==> src/rtl/sida_pkg.sv <==
// ----------------------------------------------------------------------------
// sida_pkg: shared types and constants for the decimal text converter
// Command/status structs between controller and datapath, ASCII codes.
// ----------------------------------------------------------------------------
package sida_pkg;

  localparam int          CHAR_W     = 6;
  localparam int          TOTAL_W    = 4;
  localparam int          OUT_DATA_W = 16;  // char_code + char_total, byte padded

  localparam logic [CHAR_W-1:0] CHAR_MINUS = 6'd45;
  localparam logic [CHAR_W-1:0] CHAR_ZERO  = 6'd48;

  // controller -> datapath
  typedef struct packed {
    logic load;         // capture a new value, start conversion
    logic conv;         // one double-dabble step
    logic shift_dig;    // drop the top BCD digit
    logic latch_total;  // freeze the run length
    logic sign_out;     // present the minus sign on the output
  } dp_cmd_t;

  // datapath -> controller
  typedef struct packed {
    logic conv_last;    // final conversion step this cycle
    logic top_zero;     // top BCD digit is zero
    logic one_left;     // one digit remains
    logic neg;          // value is negative
  } dp_stat_t;

endpackage

==> src/rtl/signed_int_to_decimal_ascii.sv <==
// ----------------------------------------------------------------------------
// signed_int_to_decimal_ascii: signed integer to decimal ASCII text
// Stream in one two's complement value, stream out its decimal characters.
// ----------------------------------------------------------------------------
// Usage:
//   s_axis: one word per value, the integer in the low DATA_WIDTH bits.
//   m_axis: one word per character, most significant first. A negative value
//     begins with '-', zero gives "0", no leading zeros. tlast marks the final
//     character; every word also carries the run length (char_total).
// Timing:
//   One value at a time. After accept the magnitude goes through a
//   shift-and-add-3 BCD converter, one input bit per cycle, then leading
//   zero digits are dropped one per cycle, then one character per cycle
//   leaves while m_axis_tready is high. s_axis_tready is high only while
//   idle.
// Reset: synchronous, returns to idle; any run in progress is dropped.
// Stall: a character held by a low tready stays stable until taken.
// ----------------------------------------------------------------------------
module signed_int_to_decimal_ascii #(
  parameter int DATA_WIDTH = 32
) (
  input  logic                               clk,
  input  logic                               rst,
  input  logic                               s_axis_tvalid,
  output logic                               s_axis_tready,
  // [DATA_WIDTH-1:0] value, rest zero padding
  input  logic [((DATA_WIDTH+7)/8)*8-1:0]    s_axis_tdata,
  output logic                               m_axis_tvalid,
  input  logic                               m_axis_tready,
  // [5:0] char_code, [9:6] char_total, [15:10] zero
  output logic [sida_pkg::OUT_DATA_W-1:0]    m_axis_tdata,
  output logic                               m_axis_tlast
);

  localparam int PAD_W = sida_pkg::OUT_DATA_W - sida_pkg::CHAR_W - sida_pkg::TOTAL_W;

  sida_pkg::dp_cmd_t                cmd;
  sida_pkg::dp_stat_t               stat;
  logic [sida_pkg::CHAR_W-1:0]      char_code;
  logic [sida_pkg::TOTAL_W-1:0]     char_total;

  sida_ctrl u_ctrl (
    .clk       (clk),
    .rst       (rst),
    .in_valid  (s_axis_tvalid),
    .in_ready  (s_axis_tready),
    .out_valid (m_axis_tvalid),
    .out_ready (m_axis_tready),
    .stat      (stat),
    .cmd       (cmd)
  );

  sida_dp #(
    .DATA_WIDTH (DATA_WIDTH)
  ) u_dp (
    .clk        (clk),
    .value      (s_axis_tdata[DATA_WIDTH-1:0]),
    .cmd        (cmd),
    .stat       (stat),
    .char_code  (char_code),
    .last       (m_axis_tlast),
    .char_total (char_total)
  );

  assign m_axis_tdata = {{PAD_W{1'b0}}, char_total, char_code};

endmodule

==> src/rtl/sida_dp.sv <==
// ----------------------------------------------------------------------------
// sida_dp: conversion datapath
// Shift-and-add-3 binary to BCD, leading zero trim, character formatting.
// ----------------------------------------------------------------------------
module sida_dp #(
  parameter int DATA_WIDTH = 32
) (
  input  logic                             clk,
  input  logic [DATA_WIDTH-1:0]            value,
  input  sida_pkg::dp_cmd_t                cmd,
  output sida_pkg::dp_stat_t               stat,
  output logic [sida_pkg::CHAR_W-1:0]      char_code,
  output logic                             last,
  output logic [sida_pkg::TOTAL_W-1:0]     char_total
);

  // digits of 2**(DATA_WIDTH-1): floor((W-1)*log10(2)) + 1
  localparam int NDIG  = ((DATA_WIDTH - 1) * 1233) / 4096 + 1;
  localparam int BCD_W = 4 * NDIG;
  localparam int CNT_W = $clog2(DATA_WIDTH + 1);
  localparam int DIG_W = $clog2(NDIG + 1);

  logic [DATA_WIDTH-1:0]          mag;
  logic [BCD_W-1:0]               bcd;
  logic [CNT_W-1:0]               bitcnt;
  logic [DIG_W-1:0]               ndig;
  logic                           neg;
  logic [sida_pkg::TOTAL_W-1:0]   total;

  logic [BCD_W-1:0]               bcd_adj;
  logic [DATA_WIDTH-1:0]          mag_in;
  logic [4:0]                     total_sum;
  logic [3:0]                     top_dig;

  assign mag_in = value[DATA_WIDTH-1] ? (~value + 1'b1) : value;

  // add 3 to every digit of 5 or more before the shift
  always_comb begin
    for (int d = 0; d < NDIG; d++) begin
      if (bcd[4*d +: 4] >= 4'd5) begin
        bcd_adj[4*d +: 4] = bcd[4*d +: 4] + 4'd3;
      end else begin
        bcd_adj[4*d +: 4] = bcd[4*d +: 4];
      end
    end
  end

  always_ff @(posedge clk) begin
    if (cmd.load) begin
      mag    <= mag_in;
      neg    <= value[DATA_WIDTH-1];
      bcd    <= '0;
      bitcnt <= CNT_W'(DATA_WIDTH);
      ndig   <= DIG_W'(NDIG);
    end else if (cmd.conv) begin
      bcd    <= {bcd_adj[BCD_W-2:0], mag[DATA_WIDTH-1]};
      mag    <= {mag[DATA_WIDTH-2:0], 1'b0};
      bitcnt <= bitcnt - 1'b1;
    end else if (cmd.shift_dig) begin
      bcd    <= {bcd[BCD_W-5:0], 4'd0};
      ndig   <= ndig - 1'b1;
    end
    if (cmd.latch_total) begin
      total <= total_sum[sida_pkg::TOTAL_W-1:0];
    end
  end

  assign total_sum = 5'(ndig) + 5'(neg);
  assign top_dig   = bcd[BCD_W-1 -: 4];

  assign stat.conv_last = (bitcnt == CNT_W'(1));
  assign stat.top_zero  = (top_dig == 4'd0);
  assign stat.one_left  = (ndig == DIG_W'(1));
  assign stat.neg       = neg;

  // digits are 0..9, so '0' + d is an OR into the low nibble
  assign char_code  = cmd.sign_out ? sida_pkg::CHAR_MINUS
                                   : (sida_pkg::CHAR_ZERO | {2'b00, top_dig});
  // the sign is never the only character
  assign last       = !cmd.sign_out && stat.one_left;
  assign char_total = total;

endmodule

==> src/rtl/sida_ctrl.sv <==
// ----------------------------------------------------------------------------
// sida_ctrl: sequencing for the decimal text converter
// Accept, convert, trim leading zeros, emit sign and digits.
// ----------------------------------------------------------------------------
module sida_ctrl (
  input  logic                clk,
  input  logic                rst,
  input  logic                in_valid,
  output logic                in_ready,
  output logic                out_valid,
  input  logic                out_ready,
  input  sida_pkg::dp_stat_t  stat,
  output sida_pkg::dp_cmd_t   cmd
);

  typedef enum logic [4:0] {
    ST_IDLE  = 5'b00001,
    ST_CONV  = 5'b00010,
    ST_TRIM  = 5'b00100,
    ST_SIGN  = 5'b01000,
    ST_DIGIT = 5'b10000
  } state_t;

  state_t state, state_next;

  always_ff @(posedge clk) begin
    if (rst) begin
      state <= ST_IDLE;
    end else begin
      state <= state_next;
    end
  end

  always_comb begin
    state_next = state;
    cmd        = '0;
    in_ready   = 1'b0;
    out_valid  = 1'b0;
    case (state)
      ST_IDLE: begin
        in_ready = 1'b1;
        if (in_valid) begin
          cmd.load   = 1'b1;
          state_next = ST_CONV;
        end
      end
      ST_CONV: begin
        cmd.conv = 1'b1;
        if (stat.conv_last) state_next = ST_TRIM;
      end
      ST_TRIM: begin
        if (stat.top_zero && !stat.one_left) begin
          cmd.shift_dig = 1'b1;
        end else begin
          cmd.latch_total = 1'b1;
          state_next      = stat.neg ? ST_SIGN : ST_DIGIT;
        end
      end
      ST_SIGN: begin
        out_valid    = 1'b1;
        cmd.sign_out = 1'b1;
        if (out_ready) state_next = ST_DIGIT;
      end
      ST_DIGIT: begin
        out_valid = 1'b1;
        if (out_ready) begin
          if (stat.one_left) begin
            state_next = ST_IDLE;
          end else begin
            cmd.shift_dig = 1'b1;
          end
        end
      end
      default: begin
        state_next = ST_IDLE;
      end
    endcase
  end

endmodule

==> config.mk <==
export PLATFORM = sky130hd
export DESIGN_NAME = signed_int_to_decimal_ascii
export DESIGN_NICKNAME = d
export VERILOG_FILES = /design/src/rtl/sida_pkg.sv /design/src/rtl/signed_int_to_decimal_ascii.sv /design/src/rtl/sida_dp.sv /design/src/rtl/sida_ctrl.sv
export SDC_FILE = /design/constraint.sdc
export NUM_CORES = 1
export LEC_CHECK = 0
export BUFFER_PORTS_ARGS = -buffer_cell sky130_fd_sc_hd__buf_2
export CORE_UTILIZATION = 35
export DETAILED_ROUTE_END_ITERATION = 8
export PLACE_DENSITY = 0.53
export SLEW_MARGIN = 20
export SYNTH_ARGS = -nofsm -noshare
export SYNTH_HDL_FRONTEND = slang
export SYNTH_SLANG_ARGS = --single-unit
==> constraint.sdc <==
create_clock -name clk -period 3.9 [get_ports clk]
set_input_delay 0.39 -clock clk [delete_from_list [all_inputs] [get_ports clk]]
set_output_delay 0.39 -clock clk [all_outputs]
set_load 0.02 [all_outputs]
==> results_dict.tcl, run 1 <==
set metrics [dict create \
    layout_commonest_cell "nand2_1" \
    worstPathCellList "inv_1, ha_1, or3b_1, nor4b_2, a21o_2, nor2_2, buf_4, a221oi_1, nor2_1" \
    cp-endpoint "u_dp.bcd[19]" \
    synth_edf_count 37 \
    startpoint_type "register" \
    dp_hpwl_um 8810 \
    grt_start_max_net_pins 42 \
    power_frac_seq 0.497 \
    crit_path_end_kind "register" \
    grt_pass1_wl_um 21200 \
    clk_path_buf_depth 2 \
    setup_viol 0 \
    hold_class "input port to register" \
    postRouteAntennaNets 0 \
    rsz0062_at_grt "false" \
    worstPathBufferInverterCount 2 \
    worstPathMaxFanout 24 \
    combPwrFrac 0.151 \
    p_per_area_nw_per_um2 369 \
    drc_errors 0 \
    cts_tree "built" \
    viasPerCell 5.18 \
    overflow 0 \
    worst_slack_ps 957 \
    ir_drop_mv 0.223 \
    period_needed_ps 2940 \
    pin_count 55 \
    portBuffers 47 \
    die_area_um2 16600 \
    fmax_mhz 340 \
    clock-root-buffer "clkbuf_16" \
    layout_common_cells "90 x nand2_1, 58 x a21oi_1, 57 x nor2_1, 55 x o21ai_0, 55 x dfxtp_1" \
    drv_slew 0 \
    die-height_um 129 \
    wl_per_cell_um 13.9 \
    critPathTopFamily "simple AND/OR/NAND/NOR gates" \
    avgSynthCellArea_um2 8.50 \
    r2r_cells 9 \
    maxCapViolCount 0 \
    p_leak_uw 0.00232 \
    ys_seq_area_frac 0.394 \
    crit_start "u_dp.bcd[36]" \
    gp_congestion 0.754 \
    min_period_over_period 0.755 \
    clock-sinks 92 \
    core_area_um2 15400 \
    cp_slowest_stage_delay_ps 480 \
    postCtsSetupBuffers 0 \
    min_from "rst" \
    start_util 0.364 \
    drtIter0Drc 273 \
    power_frac_clock 0.352 \
    fillers 1565 \
    post_cts_resized 0 \
    tightest_slew_ps 853 \
    drive_gt1_frac 0.130 \
    die_w_um 129 \
    netlist_area_um2 5620 \
    synth.distinct_cells 60 \
    rrSetupSlack_ps 960 \
    dr.pass1.iters 4 \
    yosys_most_used_dff "dfxtp_1" \
    grtUsageTotal 0.162 \
    cp_slowest_cell "a21o_2" \
    ys_async_sr_fraction 0 \
    antenna_found_initial 0 \
    slew_headroom 0.432 \
    fin_setup_tns_ps 0 \
    ctsHtreeMaxLevel 3 \
    skew_ps 9.74 \
    drt_wl_total_um 12600 \
    internal-power_uw 1670 \
    critical_path_class "register to register" \
    timing.rr.start "u_dp.bcd[36]" \
    outcome "completed" \
    cp_data_required_time_ps 4130 \
    cts_buffers 9 \
    antenna_cells 0 \
    critPathArrivalTime_ps 3170 \
    std_cell_rows 45 \
    grt_pass1_vias 4402 \
    area_delta_synth_final_pct 11.9 \
    r2r-end "u_dp.bcd[19]" \
    cp_num_cells 9 \
    switching_share 0.282 \
    final_hold_viol_count 0 \
    clkTransAtPathRegs_ps 70 \
    p_switching_uw 654 \
    hold_buffers 0 \
    clock_latency_ps 350 \
    num_vias 4705 \
    synth-seq-cells 92 \
    yosysWarnings 0 \
    pre_cts_slack_ps 1010 \
    synthCells 661 \
    nets 757 \
]
-- Yosys cell counts (11+ instances only) --
cell type,n,area share
xnor2_1,15,0.023
xor2_1,31,0.048
clkbuf_1,22,0.015
nand2b_1,16,0.018
a21oi_1,59,0.053
nor2_1,57,0.038
o21ai_1,11,0.0098
dfxtp_1,55,0.20
o21ai_0,55,0.049
nor3b_1,11,0.015
inv_1,29,0.019
edfxtp_1,37,0.20
o22ai_1,17,0.019
ha_1,28,0.062
nand2_1,91,0.061
-- power groups by stage --
stage | logic [uW] | clock network (uW) | registers, uW
after floorplan | 261 | 0 | 1160
after global placement | 348 | 0 | 1170
after detailed placement | 354 | 0 | 1170
after CTS | 355 | 845 | 1150
after global routing | 399 | 884 | 1160
final | 350 | 818 | 1150
-- worst reg2reg max path, stage by stage (launching register included) --
cell,delay (ps)
dfxtp_1,330
inv_1,140
ha_1,160
or3b_1,390
nor4b_2,440
a21o_2,480
nor2_2,260
buf_4,290
a221oi_1,270
nor2_1,60
-- state kept, by name (all words and copies together), names as in the netlist --
signal	count
u_dp.bitcnt	6
u_dp.bcd	40
u_ctrl.state	5
u_dp.neg	1
u_dp.mag	32
u_dp.char_total	4
u_dp.ndig	4
-- kinds of logic after synthesis --
| group | after synthesis | share of synthesized area |
|---|---|---|
| mux | 5 | 0.00890 |
| fa+ha+maj | 28 | 0.0623 |
| flops | 92 | 0.394 |
| compound gates | 187 | 0.201 |
| simple gates | 232 | 0.208 |
| xor+xnor | 46 | 0.0717 |
| buf+inv | 69 | 0.0527 |
| other cells | 2 | 0.00134 |
-- area by class of cell --
type / count / area, um^2 / area share
Multi-Input combinational cell: 505 / 3140 / 0.499
Inverter: 30 / 113 / 0.0179
Tap cell: 211 / 264 / 0.0420
Clock inverter: 6 / 38.8 / 0.00617
Clock buffer: 10 / 229 / 0.0364
Sequential cell: 92 / 2210 / 0.352
Timing Repair Buffer: 55 / 295 / 0.0469
-- per-stage QoR --
step / hold WS (ps) / area (um^2) / std cells / power [uW] / utilization
2_1_floorplan: 459 / 5640 / 666 / 1420 / -
3_3_place_gp: 479 / 6020 / 893 / 1520 / 0.390
3_5_place_dp: 488 / 6020 / 893 / 1530 / 0.390
4_1_cts: 252 / 6290 / 909 / 2350 / 0.408
5_1_grt: 269 / 6290 / 909 / 2450 / 0.408
6_report: 274 / 6290 / 909 / 2320 / 0.408
-- worst min-delay path by stage --
stage,depth (start not counted),endpoint
2_1_floorplan,1,u_ctrl.state[1]
3_3_place_gp,2,u_dp.bitcnt[5]
3_5_place_dp,2,u_dp.bitcnt[5]
5_1_grt,2,u_ctrl.state[1]
6_report,2,u_ctrl.state[1]
4_1_cts,2,u_ctrl.state[1]
-- layer usage --
metal,GRT usage,part of all wire,up-vias
met5,0,0,-
met4,0.0484,0.012,0
li1,-,-,2397
met1,0.209,0.50,2207
met3,0.0403,0.036,14
met2,0.268,0.46,87
No activity file was read; power rests on OpenSTA's default activity.
==> run 2: changes to the inputs <==
==> constraint.sdc (replaced) <==
create_clock -name clk -period 3.06 [get_ports clk]
set_input_delay 0.306 -clock clk [delete_from_list [all_inputs] [get_ports clk]]
set_output_delay 0.306 -clock clk [all_outputs]
set_load 0.02 [all_outputs]
==> run 2 against run 1 <==
  * First-iteration DRC count is 13% lower
  * Fmax grew 18%
  * Utilization up 0.36 points
  * Cell area is 0.88% higher
  * Die area is the same
  * Critical endpoint is now u_dp.ndig[3]
  * Highest routed layer unchanged
==> results_dict.tcl, run 2 (synthesis results as in run 1) <==
set metrics [dict create \
    cp_data_required_time_ps 3290 \
    final_hold_viol_count 0 \
    grt_start_max_net_pins 40 \
    p_per_area_nw_per_um2 475 \
    num_vias 4740 \
    hold_buffers 0 \
    regArea_um2 2210 \
    antenna_cells 0 \
    core_area_um2 15400 \
    min_period_over_period 0.814 \
    regMostFlops "u_dp.bcd" \
    whs_endpoint "u_ctrl.state[1]" \
    clk_path_buf_depth 2 \
    ctsHtreeMaxLevel 3 \
    nets 762 \
    tightest_slew_ps 656 \
    reg_top3 "u_dp.bcd x40, u_dp.mag x32, u_dp.bitcnt x6" \
    std_cell_rows 45 \
    area_delta_synth_final_pct 12.9 \
    overflow 0 \
    clkTransAtPathRegs_ps 70 \
    pin_count 55 \
    drc_errors 0 \
    period_needed_ps 2490 \
    hold_class "input port to register" \
    fillers 1592 \
    skew_ps 7.45 \
    drive_gt1_frac 0.137 \
    start_util 0.364 \
    die_w_um 129 \
    drtIter0Drc 237 \
    rsz0062_at_grt "false" \
    postCtsSetupBuffers 0 \
    viasPerCell 5.19 \
    grt_pass1_wl_um 21400 \
    critPathArrivalTime_ps 2720 \
    r2r-end "u_dp.ndig[3]" \
    grt_pass1_vias 4458 \
    postRouteAntennaNets 0 \
    antenna_found_initial 0 \
    clock_latency_ps 350 \
    drt_wl_total_um 12800 \
    cts_tree "built" \
    p_leak_uw 0.00236 \
    rrSetupSlack_ps 570 \
    fin_setup_tns_ps 0 \
    critical_path_class "register to register" \
    gp_congestion 0.802 \
    ir_drop_mv 0.284 \
    grtUsageTotal 0.162 \
    die_area_um2 16600 \
    worst_slack_ps 570 \
    layout_common_cells "90 x nand2_1, 58 x a21oi_1, 57 x nor2_1, 55 x o21ai_0, 55 x dfxtp_1" \
    min_from "rst" \
    largest_reg_flops 40 \
    cts_buffers 9 \
    fmax_mhz 402 \
    pre_cts_slack_ps 528 \
    timing.rr.start "u_dp.bcd[36]" \
    post_cts_resized 0 \
    dr.pass1.iters 5 \
    maxCapViolCount 0 \
    multi_input_comb_area_um2 3140 \
    drv_slew 0 \
    layout_commonest_cell "nand2_1" \
    r2r_cells 9 \
    post-route-util 0.411 \
    startpoint_type "register" \
    crit_path_end_kind "register" \
    worstPathMaxFanout 14 \
    hold-path-cell-count 2 \
    dp_hpwl_um 8890 \
    portBuffers 47 \
    slew_headroom 0.561 \
    clock-root-buffer "clkbuf_16" \
    wl_per_cell_um 14.0 \
    outcome "completed" \
    clock-sinks 92 \
    die-height_um 129 \
    fin_total_pwr_uw 3010 \
    setup_viol 0 \
]
run 2: layout make-up:
type,count,area share
well taps,211,0.0416
inverters,30,0.0177
multi-input cells,505,0.495
clock buffers,11,0.0400
clock inverters,5,0.00493
repair buffers,60,0.0525
flip-flops and latches,92,0.349
run 2: worst max-delay path by stage:
stage,startpoint,to,slack (ps),depth (start not counted)
after floorplan,u_ctrl.state[2],u_dp.mag[0],140,8
after global placement,s_axis_tdata[6],u_dp.mag[29],580,7
after detailed placement,s_axis_tdata[6],u_dp.mag[29],530,7
after CTS,u_dp.bcd[36],u_dp.ndig[3],550,9
after global routing,u_dp.bcd[36],u_dp.ndig[3],360,9
final,u_dp.bcd[36],u_dp.ndig[3],570,9
run 2: worst max-delay path, cell delays in order (launching register included):
cell and delay, ps:
dfxtp_1 330, inv_1 140, ha_1 160, or3b_1 380, nor4b_2 430, a21oi_2 210
buf_4 260, nor4_1 240, xnor2_1 160, nand2_1 60
run 2: per-stage QoR:
stage / hold WS, ps / instance area, um^2 / std cells
6_report: 196 / 6340 / 914
5_1_grt: 211 / 6340 / 914
4_1_cts: 179 / 6340 / 914
3_5_place_dp: 480 / 6060 / 898
3_3_place_gp: 485 / 6060 / 898
2_1_floorplan: 375 / 5640 / 666
run 2: layer usage:
metal	wire, um	vias to the layer above	GRT usage
met3	446	14	0.0287
li1	-	2409	-
met2	5850	89	0.272
met4	199	0	0.0616
met1	6260	2228	0.207
met5	0	-	0
run 2: power by group:
group	internal, uW	total, uW	switching (uW)	leakage [uW]
registers	1420	1470	53.2	0.000796
clock network	602	1090	492	0.000146
logic	156	450	294	0.00141
total	2170	3010	839	0.00236
